`src/hw/rtl/mmdp_pkg.sv`:
```
// ----------------------------------------------------------------------------
// mmdp_pkg
// Types and fixed constants for the matrix max diagonal pair difference core.
// ----------------------------------------------------------------------------
`default_nettype none

package mmdp_pkg;

	localparam int unsigned ROW_CNT_W  = 13;
	localparam int unsigned COL_CNT_W  = 11;
	localparam int unsigned ROW_POS_W  = 12;
	localparam int unsigned ROW_LIMIT  = 4096;
	localparam int unsigned CFG_IDX_W  = 2;
	localparam int unsigned CFG_DATA_W = 13;

	typedef enum logic [CFG_IDX_W-1:0] {
		REG_ROW_COUNT    = 2'd0,
		REG_COLUMN_COUNT = 2'd1
	} cfg_reg_t;

	// per-element position flags handed from the sequencer to the datapath
	typedef struct packed {
		logic first_row;
		logic first_col;
		logic last;
	} elem_ctl_t;

endpackage

`default_nettype wire

```
`src/hw/rtl/mmdp_seq.sv`:
```
// ----------------------------------------------------------------------------
// mmdp_seq
// Configuration registers and row/column position tracking.
// ----------------------------------------------------------------------------
`default_nettype none

module mmdp_seq
	import mmdp_pkg::*;
#(
	parameter int MAX_COLUMNS = 1024
) (
	input  wire logic                           clk,
	input  wire logic                           arst_n,
	input  wire logic                           cfg_valid,
	input  wire logic [CFG_IDX_W-1:0]           cfg_index,
	input  wire logic [CFG_DATA_W-1:0]          cfg_data,
	input  wire logic                           in_accept,
	output logic      [$clog2(MAX_COLUMNS)-1:0] col_pos,
	output elem_ctl_t                           ctl,
	output logic                                cfg_clear
);

	localparam int AW = $clog2(MAX_COLUMNS);

	logic [ROW_CNT_W-1:0] row_count_q;
	logic [COL_CNT_W-1:0] column_count_q;
	logic [ROW_POS_W-1:0] row_q;
	logic [AW-1:0]        col_q;
	logic [ROW_POS_W-1:0] last_row;
	logic [AW-1:0]        last_col;
	logic                 wr_row;
	logic                 wr_col;

	assign wr_row    = cfg_valid && (cfg_index == REG_ROW_COUNT);
	assign wr_col    = cfg_valid && (cfg_index == REG_COLUMN_COUNT);
	assign cfg_clear = wr_row || wr_col;

	// zero counts act as one, oversized counts saturate
	always_comb begin
		if (row_count_q == '0) begin
			last_row = '0;
		end else if (32'(row_count_q) > 32'(ROW_LIMIT)) begin
			last_row = ROW_POS_W'(ROW_LIMIT - 1);
		end else begin
			last_row = ROW_POS_W'(row_count_q - ROW_CNT_W'(1));
		end
		if (column_count_q == '0) begin
			last_col = '0;
		end else if (32'(column_count_q) > 32'(MAX_COLUMNS)) begin
			last_col = AW'(MAX_COLUMNS - 1);
		end else begin
			last_col = AW'(column_count_q - COL_CNT_W'(1));
		end
	end

	assign col_pos       = col_q;
	assign ctl.first_row = (row_q == '0);
	assign ctl.first_col = (col_q == '0);
	assign ctl.last      = (row_q == last_row) && (col_q == last_col);

	always_ff @(posedge clk or negedge arst_n) begin
		if (!arst_n) begin
			row_count_q    <= ROW_CNT_W'(1);
			column_count_q <= COL_CNT_W'(1);
			row_q          <= '0;
			col_q          <= '0;
		end else begin
			if (wr_row) begin
				row_count_q <= cfg_data[ROW_CNT_W-1:0];
			end
			if (wr_col) begin
				column_count_q <= cfg_data[COL_CNT_W-1:0];
			end
			if (cfg_clear) begin
				row_q <= '0;
				col_q <= '0;
			end else if (in_accept) begin
				if (col_q == last_col) begin
					col_q <= '0;
					row_q <= (row_q == last_row) ? '0 : row_q + ROW_POS_W'(1);
				end else begin
					col_q <= col_q + AW'(1);
				end
			end
		end
	end

endmodule

`default_nettype wire

```
`config.mk`:
```
export PLATFORM = sky130hd
export DESIGN_NAME = mmdp_seq
export DESIGN_NICKNAME = d
export VERILOG_FILES = /design/src/hw/rtl/mmdp_pkg.sv /design/src/hw/rtl/mmdp_seq.sv
export SDC_FILE = /design/constraint.sdc
export NUM_CORES = 1
export LEC_CHECK = 0
export BUFFER_PORTS_ARGS = -buffer_cell sky130_fd_sc_hd__buf_2
export CAP_MARGIN = 10
export CORE_ASPECT_RATIO = 1.1
export CORE_UTILIZATION = 60
export CTS_BUF_LIST = sky130_fd_sc_hd__clkbuf_16
export CTS_CLUSTER_SIZE = 10
export DETAILED_ROUTE_END_ITERATION = 10
export HOLD_SLACK_MARGIN = 0.15
export PLACE_DENSITY = 0.87
export SYNTH_ARGS = -nofsm -noshare
export SYNTH_HDL_FRONTEND = slang
export SYNTH_SLANG_ARGS = --single-unit
```
`constraint.sdc`:
```
create_clock -name clk -period 8.6 [get_ports clk]
set_input_delay 0.43 -clock clk [delete_from_list [all_inputs] [get_ports clk]]
set_output_delay 0.43 -clock clk [all_outputs]
set_load 0.02 [all_outputs]
```
==> out/metrics.cfg <==
[status]
status = finished clean

[routing]
vias = 3635
wl_mm = 9.71
drc = 0
routed_via_density = 6.85
dr.pass1.iters = 5
dr.first_iter.drc_count = 289
ant_nets = 0
wire_per_inst_um = 18.3

[timing]
final-setup-viol-count = 0
timing.final.ws_setup_ns = 4.44
relSlewSlack_pct = 31.3
grt_setup_unrepaired = false
finClkSkew_ns = 0.00416
fmax_mhz = 240
finalSetupTns_ns = 0
slew_violations = 0
finalCritPeriodShare_pct = 48.4
layout_min_cycle_time_ns = 4.16
finalHoldViolCount = 0
worstMarginPinSlew_ns = 1.03
hold_ws_ns = 0.329

[global_route]
grt_use_total_pct = 31.6
grt_pass1_vias = 3499
grt_overflow = 0
antenna_found_initial = 0
grt_pass1_wl_mm = 16.7
grt_start_max_net_pins = 47

[die]
fp.dieW_um = 77.3
dieArea_um2 = 6550
start_util_pct = 63.6
dieHeight_um = 84.8
boundaryPins = 33
core_um2 = 5880
rows = 29

[yosys]
synth-edff-count = 0
synthAdderAreaFrac_pct = 2.54
synth_cells = 440
ys_seq_area_share_pct = 30.9
synthXorXnorAreaFrac_pct = 4.12
synth_async_sr_flop_share_pct = 100
syn_nets = 465
synthTopCellsByArea = dfrtp_1, mux2_2, o21ai_0
synthSimpleGateAreaFrac_pct = 28.3
yosys_warnings = 0
synth.area.mux_share_pct = 7.13
synth-compound-area-share_pct = 21.6
ys_types = 75
synth_seq_cells = 46
synth_top_family_by_area = simple AND/OR/NAND/NOR gates
synth-main-ff-cell = dfrtp_1
netlist.top_cell.by_area = dfrtp_1
syn_area_per_cell_um2 = 8.49
netlist.area_leader.share_pct = 29.5
syn_area_um2 = 3740

[final_layout]
fin_area_um2 = 4010
diodes = 0
area_growth_pct = 7.26
final_net_count = 478
drive_gt1_share_pct = 16.7

[clock_tree]
cts_buffer_depth = 2
cts-buffers-inserted = 5
postCtsSetupBuffers = 0
hold_buffers = 0
cts_tree = built
clk_pin_slew_ns = 0.06
clk_latency_ns = 0.28
cts_resized = 0
htreeDepth = 2
numClockSinks = 46
clockRootBuffer = clkbuf_16

[placed_design]
dpl_worst_slack_ns = 4.79
place_congestion = 0.964
dpl-instance-area_um2 = 3870
dp_hpwl_mm = 7.15
io_buffers = 32

[worst_setup_path]
critPathMaxFanout = 29
startpoint_type = register
critPathRequiredTime_ns = 8.17
critical_path_arrival_ns = 3.73
endpoint_kind = output port
crit_type = register to output port

[power]
ir_drop_mv = 0.134
powerDensity_nw_per_um2 = 178
power.leakage_nw = 1.59

[worst_hold_path]
min_path_type = primary input to async pin

[flow_run]
maxCapViolCount = 0

[final timing paths]
kind | start | endpoint | slack (ns) | cells after the start
worst min register to register | row_count_q[0] | row_count_q[0] | 0.59 | 2
max in group asynchronous | arst_n | col_pos[9] | 7.63 | 1
worst max register to register | column_count_q[1] | row_q[11] | 4.68 | 10
worst min-delay path | arst_n | column_count_q[8] | 0.33 | 1
worst max-delay path | column_count_q[1] | ctl[0] | 4.44 | 10
min in group clk | cfg_data[12] | row_count_q[12] | 0.36 | 3
[worst max-delay path: stages, from the launching register on]
cell,delay [ns]
dfrtp_1,0.42
inv_1,0.07
ha_1,0.21
nor3b_1,0.58
nand3_1,0.22
a21oi_1,0.26
xor2_1,0.20
nor4b_2,0.26
nand3_1,0.70
nor2b_1,0.31
buf_2,0.20
[routing by layer]
metal	vias up	GRT usage, %	wire, um
li1	1708	-	-
met1	1732	40.3	4050
met2	173	54.4	4860
met3	22	4.24	571
met4	0	11.3	237
met5	-	0	0
[cells by family (layout without fill, tap and decap cells)]
family / count (synthesis) / in the layout
flops: 46 / 46
simple gates: 182 / 182
mux: 24 / 24
buf+inv: 47 / 61
fa+ha+maj: 8 / 8
compound gates: 117 / 117
xor+xnor: 16 / 16
[stage by stage]
stage	cells	util (%)	total power, mW
6_report	531	68.2	0.713
5_1_grt	531	68.2	0.753
4_1_cts	531	68.2	0.712
3_5_place_dp	523	65.9	0.531
3_3_place_gp	523	65.9	0.525
2_1_floorplan	440	-	0.471
[layout by cell type, fill, tap and decap left out, types with 10 or more instances in the layout]
master   synthesis  layout
dfrtp_1         44      44
o21ai_0         31      31
inv_1           19      22
nor3_1          10      10
nor2_1          31      31
mux2_2          21      21
nand2_1         24      24
a21oi_1         20      20
buf_2            2      32
or3_1           17      17
nand4_1         11      11
nand3_1         22      22
[synthesized netlist by cell type, drive strengths merged (12+ instances only)]
cell type   n
o21ai      32
nand3      22
a21oi      20
dfrtp      44
nand2      24
nor2       31
mux2       21
inv        19
or3        17
or4        12
clkbuf     22
[final cells by class]
type                    count  area, um2
flip-flops and latches     46       1150
inverters                  20       75.1
clock inverters             3       11.3
fillers                   508       1870
well taps                  77       96.3
clock buffers               5        125
repair buffers             33        168
multi-input cells         347       2380
[flip-flops by register name, indices dropped and copies added (netlist names)]
signal and flops:
column_count_q 11, row_count_q 13, row_q 12, col_pos 10
[power by group]
group	leakage, nW	internal [mW]	switching (mW)
Combinational	0.930	0.104	0.128
Clock	0.0776	0.105	0.0754
Sequential	0.587	0.243	0.0581
Total	1.59	0.451	0.262
No activity file was read; power rests on OpenSTA's default activity.
