$ cat src/hw/rtl/mmdp_pkg.sv
// ----------------------------------------------------------------------------
// mmdp_pkg
// Types and fixed constants for the matrix max diagonal pair difference core.
// ----------------------------------------------------------------------------
`default_nettype none

package mmdp_pkg;

	localparam int unsigned ROW_CNT_W  = 13;
	localparam int unsigned COL_CNT_W  = 11;
	localparam int unsigned ROW_POS_W  = 12;
	localparam int unsigned ROW_LIMIT  = 4096;
	localparam int unsigned CFG_IDX_W  = 2;
	localparam int unsigned CFG_DATA_W = 13;

	typedef enum logic [CFG_IDX_W-1:0] {
		REG_ROW_COUNT    = 2'd0,
		REG_COLUMN_COUNT = 2'd1
	} cfg_reg_t;

	// per-element position flags handed from the sequencer to the datapath
	typedef struct packed {
		logic first_row;
		logic first_col;
		logic last;
	} elem_ctl_t;

endpackage

`default_nettype wire

$ cat src/hw/rtl/mmdp_dp.sv
// ----------------------------------------------------------------------------
// mmdp_dp
// Read-modify-write stage on the row buffer, best tracking and output register.
// ----------------------------------------------------------------------------
`default_nettype none

module mmdp_dp
	import mmdp_pkg::*;
#(
	parameter int W  = 32,
	parameter int AW = 10
) (
	input  wire logic          clk,
	input  wire logic          arst_n,
	input  wire logic          cfg_clear,
	input  wire logic          in_accept,
	input  wire logic [W-1:0]  element_value,
	input  wire logic [AW-1:0] rd_addr,
	input  wire elem_ctl_t     ctl,
	input  wire logic [W-1:0]  rd_data,
	output logic               wr_en,
	output logic      [AW-1:0] wr_addr,
	output logic      [W-1:0]  wr_data,
	output logic               in_stall,
	output logic               out_valid,
	input  wire logic          out_stall,
	output logic      [W:0]    best_difference,
	output logic               pair_found
);

	logic                valid_s1;
	logic signed [W-1:0] v_s1;
	logic [AW-1:0]       col_s1;
	elem_ctl_t           ctl_s1;

	logic signed [W-1:0] rmin_q;
	logic signed [W-1:0] diag_q;
	logic signed [W:0]   best_q;
	logic                found_q;
	logic                fwd_q;
	logic signed [W-1:0] fwd_data_q;

	logic                out_valid_q;
	logic [W:0]          best_out_q;
	logic                found_out_q;

	logic signed [W-1:0] above;
	logic signed [W-1:0] rmin_nx;
	logic signed [W-1:0] rect;
	logic signed [W:0]   cand;
	logic                pair;
	logic                take;
	logic signed [W:0]   best_nx;
	logic                found_nx;
	logic                adv;

	always_comb begin
		// RAM returns old data when the entry was written on the read edge
		above    = fwd_q ? fwd_data_q : $signed(rd_data);
		rmin_nx  = (ctl_s1.first_col || (v_s1 < rmin_q)) ? v_s1 : rmin_q;
		rect     = (ctl_s1.first_row || (rmin_nx < above)) ? rmin_nx : above;
		pair     = !ctl_s1.first_row && !ctl_s1.first_col;
		cand     = $signed({v_s1[W-1], v_s1}) - $signed({diag_q[W-1], diag_q});
		take     = pair && (!found_q || (cand > best_q));
		best_nx  = take ? cand : best_q;
		found_nx = found_q || pair;
		adv      = valid_s1 && !(ctl_s1.last && out_valid_q && out_stall);
	end

	assign in_stall        = valid_s1 && !adv;
	assign wr_en           = adv;
	assign wr_addr         = col_s1;
	assign wr_data         = rect;
	assign out_valid       = out_valid_q;
	assign best_difference = best_out_q;
	assign pair_found      = found_out_q;

	always_ff @(posedge clk) begin
		if (in_accept) begin
			v_s1       <= $signed(element_value);
			col_s1     <= rd_addr;
			ctl_s1     <= ctl;
			fwd_data_q <= rect;
		end
		if (adv && ctl_s1.last) begin
			best_out_q  <= found_nx ? best_nx : '0;
			found_out_q <= found_nx;
		end
	end

	always_ff @(posedge clk or negedge arst_n) begin
		if (!arst_n) begin
			valid_s1    <= 1'b0;
			out_valid_q <= 1'b0;
			rmin_q      <= '0;
			diag_q      <= '0;
			best_q      <= '0;
			found_q     <= 1'b0;
			fwd_q       <= 1'b0;
		end else begin
			if (in_accept) begin
				valid_s1 <= 1'b1;
			end else if (adv) begin
				valid_s1 <= 1'b0;
			end
			fwd_q <= in_accept && adv && (col_s1 == rd_addr);

			if (cfg_clear) begin
				best_q  <= '0;
				found_q <= 1'b0;
			end else if (adv) begin
				rmin_q <= rmin_nx;
				diag_q <= above;
				if (ctl_s1.last) begin
					best_q  <= '0;
					found_q <= 1'b0;
				end else begin
					best_q  <= best_nx;
					found_q <= found_nx;
				end
			end

			if (adv && ctl_s1.last) begin
				out_valid_q <= 1'b1;
			end else if (out_valid_q && !out_stall) begin
				out_valid_q <= 1'b0;
			end
		end
	end

endmodule

`default_nettype wire

$ cat config.mk
export PLATFORM = sky130hd
export DESIGN_NAME = mmdp_dp
export DESIGN_NICKNAME = d
export VERILOG_FILES = /design/src/hw/rtl/mmdp_pkg.sv /design/src/hw/rtl/mmdp_dp.sv
export SDC_FILE = /design/constraint.sdc
export NUM_CORES = 1
export LEC_CHECK = 0
export ABC_AREA = 1
export BUFFER_PORTS_ARGS = -buffer_cell sky130_fd_sc_hd__buf_2
export CAP_MARGIN = 10
export CORE_MARGIN = 5
export CORE_UTILIZATION = 40
export DETAILED_ROUTE_END_ITERATION = 12
export HOLD_SLACK_MARGIN = 0.08
export PLACE_DENSITY = 0.55
export SYNTH_ARGS = -nofsm -noshare
export SYNTH_HDL_FRONTEND = slang
export SYNTH_SLANG_ARGS = --single-unit
$ cat constraint.sdc
create_clock -name clk -period 11 [get_ports clk]
set_input_delay 0 -clock clk [delete_from_list [all_inputs] [get_ports clk]]
set_output_delay 0 -clock clk [all_outputs]
set_load 0.005 [all_outputs]
==> flow_summary.yaml <==
worst_setup_path:
  worstPathBufferInverterCount: 1
  setup.worst_path.start: "v_s1[31]$_DFFE_PP_"
  crit_path_end_kind: "output pin"
  crit_path_frequent_cell: "sky130_fd_sc_hd__nand2_1"
  critical_path_peak_fanout: 63
  timing.critical_path.arrival_ns: 6.16
  critical-path-max-stage-delay_ns: 0.76
  critical_path.cell_chain: "ha_1, a21oi_1, o21a_1, nand2_1, a21oi_1, nand2_1, nand2_2, nand3_4, o21ai_0, ha_1, a21oi_1, nor2_1, a211oi_1, o221a_2, nand2_1, nand2_1, nand2_1, nand2_2, nand3_2, nand2_1, nand2_1, buf_2"
  crit_type: "reg2out"
  critical_path.slowest_cell: "sky130_fd_sc_hd__nand3_2"
  critPathRequiredTime_ns: 11.00
  critPathTopFamily: "simple AND/OR/NAND/NOR gates"
  critical_path.reg2reg.startpoint: "v_s1[31]$_DFFE_PP_"
  start_kind: "register"
grt:
  wire_length_of_the_first_global_routing_pass_microns: 54900
  top_usage_layer: "met2"
  global_route.usage.total_pct: 18.75
  initial_antenna_violation_count: 0
  pin_count_of_the_biggest_net_entering_global_routing: 99
  globalRouteMet2Util_pct: 28.99
  global_route.usage.met3_pct: 2.668
  overflow: 0
  grt_pass1_vias: 10450
  globalRouteMet1Util_pct: 28.14
floorplanning:
  num_io_pins: 161
  core_area_sq_mm: 0.03147
  placementRows: 65
  die_w_microns: 188.4
  start_util_pct: 40.44
  chipHeight_microns: 188.4
  die_area_sq_mm: 0.03549
timing:
  final.period_utilization_pct: 56.01
  setup-tns-final_ns: 0
  final_max_slew_viol_count: 0
  setup-violations-final: 0
  unrepaired_setup_endpoints_after_global_routing: "false"
  tightest_slew_ns: 1.037
  max_slew_margin_pct: 30.82
  number_of_hold_slack_violations_in_the_final_timing_report: 0
  max_freq_ghz: 0.1623
  clock_skew_ns: 0.009236
  fin_crit_ns: 6.162
cells_and_area:
  drive_gt1_share_pct: 13.09
  nets: 1932
  syn_to_final_growth_pct: 23.41
  stdcell_count: 2144
  antenna-diode-count: 0
routing:
  vias: 10540
  drt-initial-drc-count: 664
  drtPass1Iterations: 5
  post-route-drc-count: 0
  average_vias_per_placed_instance: 4.917
  antenna_left: 0
  detail_route.wirelength_microns: 33660
  drt-wirelength-per-cell_microns: 15.70
cts:
  cts_resized: 0
  cts_sinks: 212
  tritoncts_clock_tree: "yes"
  clock_latency_ns: 0.53
  clk_root_buffer_cell: "sky130_fd_sc_hd__clkbuf_16"
  cts.htree.levels: 1
  clkSlewWorstSetupHoldPaths_ns: 0.06
  cts_inserted_buffers: 26
  post-cts-setup-buffers: 0
  cts_buffer_depth: 3
outcome:
  run_status: "finished clean"
yosys:
  yosys.cell_types.count: 42
  netlist_area_sq_mm: 0.01273
  synth_sequential_area_ratio_pct: 46.04
  synth_fp_nets: 1705
  yosys_warnings: 0
  ys_seq_elements: 212
  yosysTopAreaCellShare_pct: 26.19
  synth.top_cells.by_area: "sky130_fd_sc_hd__edfxtp_1, sky130_fd_sc_hd__dfrtp_1, sky130_fd_sc_hd__ha_1"
  synthesis.instances: 1495
  syn-mean-instance-area_sq_um: 8.514
  cell_taking_the_most_area_after_synthesis: "sky130_fd_sc_hd__edfxtp_1"
placed_design:
  dpl.hpwl_microns: 24570
  post-place-cells: 2010
  io_buffers: 160
  gpl.final_weighted_congestion: 0.8682
hold_path:
  hold_path_startpoint: "element_value[18]"
  hold_class: "in2reg"
pwr:
  cellPowerDensity_mw_per_mm2: 199.7
  leakage_uw: 0.007505
  largest_vdd_supply_drop_v: 0.0001347
run:
  drv.max_cap_violation_count: 0
## cells in the mapped netlist, drive strengths merged
master	n
a21boi	6
dfrtp	101
ha	127
nand4	45
nor2	80
a21oi	81
o211ai	1
a21o	5
clkinv	1
o21ai	185
nor3	7
o31ai	1
nand2	372
mux2	1
edfxtp	111
o221ai	1
inv	212
nand3	21
clkbuf	42
a211oi	4
o221a	1
a31oi	2
xor2	21
buf	12
a221oi	1
fa	1
or2	3
nor4	2
o22ai	31
xnor2	12
o21bai	1
o21a	4
## cells in the final DEF, fill, tap and decap left out, types with 78 or more instances in the layout
cell                            Yosys  final
sky130_fd_sc_hd__nand2_1          370    370
sky130_fd_sc_hd__inv_1            212    212
sky130_fd_sc_hd__o21ai_0          178    178
sky130_fd_sc_hd__buf_2              7    158
sky130_fd_sc_hd__ha_1             127    127
sky130_fd_sc_hd__edfxtp_1         111    111
sky130_fd_sc_hd__dfrtp_1          101    100
sky130_fd_sc_hd__dlygate4sd3_1      0     85
sky130_fd_sc_hd__a21oi_1           80     80
sky130_fd_sc_hd__nor2_1            80     78
## per-stage QoR
step                total power [uW]  util [%]  worst slack [ns]  hold WS, ns  cell area, sq um
finish                          3137     49.91             4.838       0.1928             15710
global route                    3392     49.91             4.087       0.1763             15710
global placement                2161     44.09             5.191    -0.006440             13880
floorplan                       1830         -             6.590      -0.2956             12730
CTS                             3171     49.91             4.740       0.1623             15710
detailed placement              2178     44.09             5.205     -0.01046             13880
## layout make-up
| class | count | area [sq um] |
|---|---|---|
| Fill cell | 2982 | 15770 |
| Sequential cell | 212 | 5862 |
| Multi-Input combinational cell | 1016 | 5856 |
| Timing Repair Buffer | 253 | 1729 |
| Inverter | 213 | 799.5 |
| Clock buffer | 32 | 725.7 |
| Tap cell | 402 | 503.0 |
| Clock inverter | 16 | 232.7 |
## worst reg2reg max path: stages, from the launching register on
cell and delay [ns]:
sky130_fd_sc_hd__edfxtp_1 0.46, sky130_fd_sc_hd__ha_1 0.39, sky130_fd_sc_hd__a21oi_1 0.16, sky130_fd_sc_hd__o21a_1 0.13, sky130_fd_sc_hd__nand2_1 0.05, sky130_fd_sc_hd__a21oi_1 0.20, sky130_fd_sc_hd__nand2_1 0.10, sky130_fd_sc_hd__nand2_2 0.09
sky130_fd_sc_hd__nand3_4 0.45, sky130_fd_sc_hd__o21ai_0 0.61, sky130_fd_sc_hd__ha_1 0.33, sky130_fd_sc_hd__a21oi_1 0.16, sky130_fd_sc_hd__nor2_1 0.05, sky130_fd_sc_hd__a211oi_1 0.20, sky130_fd_sc_hd__o221a_2 0.22, sky130_fd_sc_hd__nand2_1 0.09
sky130_fd_sc_hd__nand2_1 0.11, sky130_fd_sc_hd__nand2_1 0.07, sky130_fd_sc_hd__nand2_2 0.49, sky130_fd_sc_hd__nand3_2 0.77, sky130_fd_sc_hd__nand2_1 0.23, sky130_fd_sc_hd__nand2_1 0.13
## logic make-up after synthesis
| family | count (synthesis) | synth area share (%) |
|---|---|---|
| and+or+nand+nor | 530 | 17.14 |
| AOI/OAI and AO/OA | 324 | 13.78 |
| buffers and inverters | 267 | 8.031 |
| DFF | 212 | 46.04 |
| adders and majority gates | 128 | 12.64 |
| xor gates and xnor gates | 33 | 2.271 |
| muxes | 1 | 0.08846 |
## final timing paths
check | endpoint | slack [ns] | cells past startpoint
max in group asynchronous | best_q[28]$_DFFE_PN0P_ | 9.52 | 4
min | v_s1[18]$_DFFE_PP_ | 0.19 | 2
min reg2reg | best_q[29]$_DFFE_PN0P_ | 0.48 | 2
min in group asynchronous | fwd_q$_DFF_PN0_ | 0.51 | 4
max | wr_data[31] | 4.84 | 22
max reg2reg | fwd_data_q[31]$_DFFE_PP_ | 5.25 | 21
## power breakdown
part	total, uW	switching, uW	internal, uW	leakage [uW]
clock	949	341	607	0.000467
sequential	1030	43.3	982	0.00238
combinational	1160	733	430	0.00465
total	3140	1120	2020	0.00750
## layer usage
metal	share of wire, %	vias up	routed length, microns
li1	-	5460	-
met1	50	4782	16750
met2	43	260	14370
met3	5.7	39	1908
met4	1.9	0	626
met5	0	-	0
## repair_timing
item                                    in CTS  in global routing
endpoints found under the setup margin       0                  0
hold buffers                                86                  0
hold endpoints to repair                   183                  0
## state kept, by name, indices dropped and copies added (netlist names), 3 cells and up
name	count
fwd_data_q	32
v_s1	32
rmin_q	32
best_difference	33
best_q	33
ctl_s1	3
wr_addr	10
diag_q	32
Power figures use the tool's default switching activity.
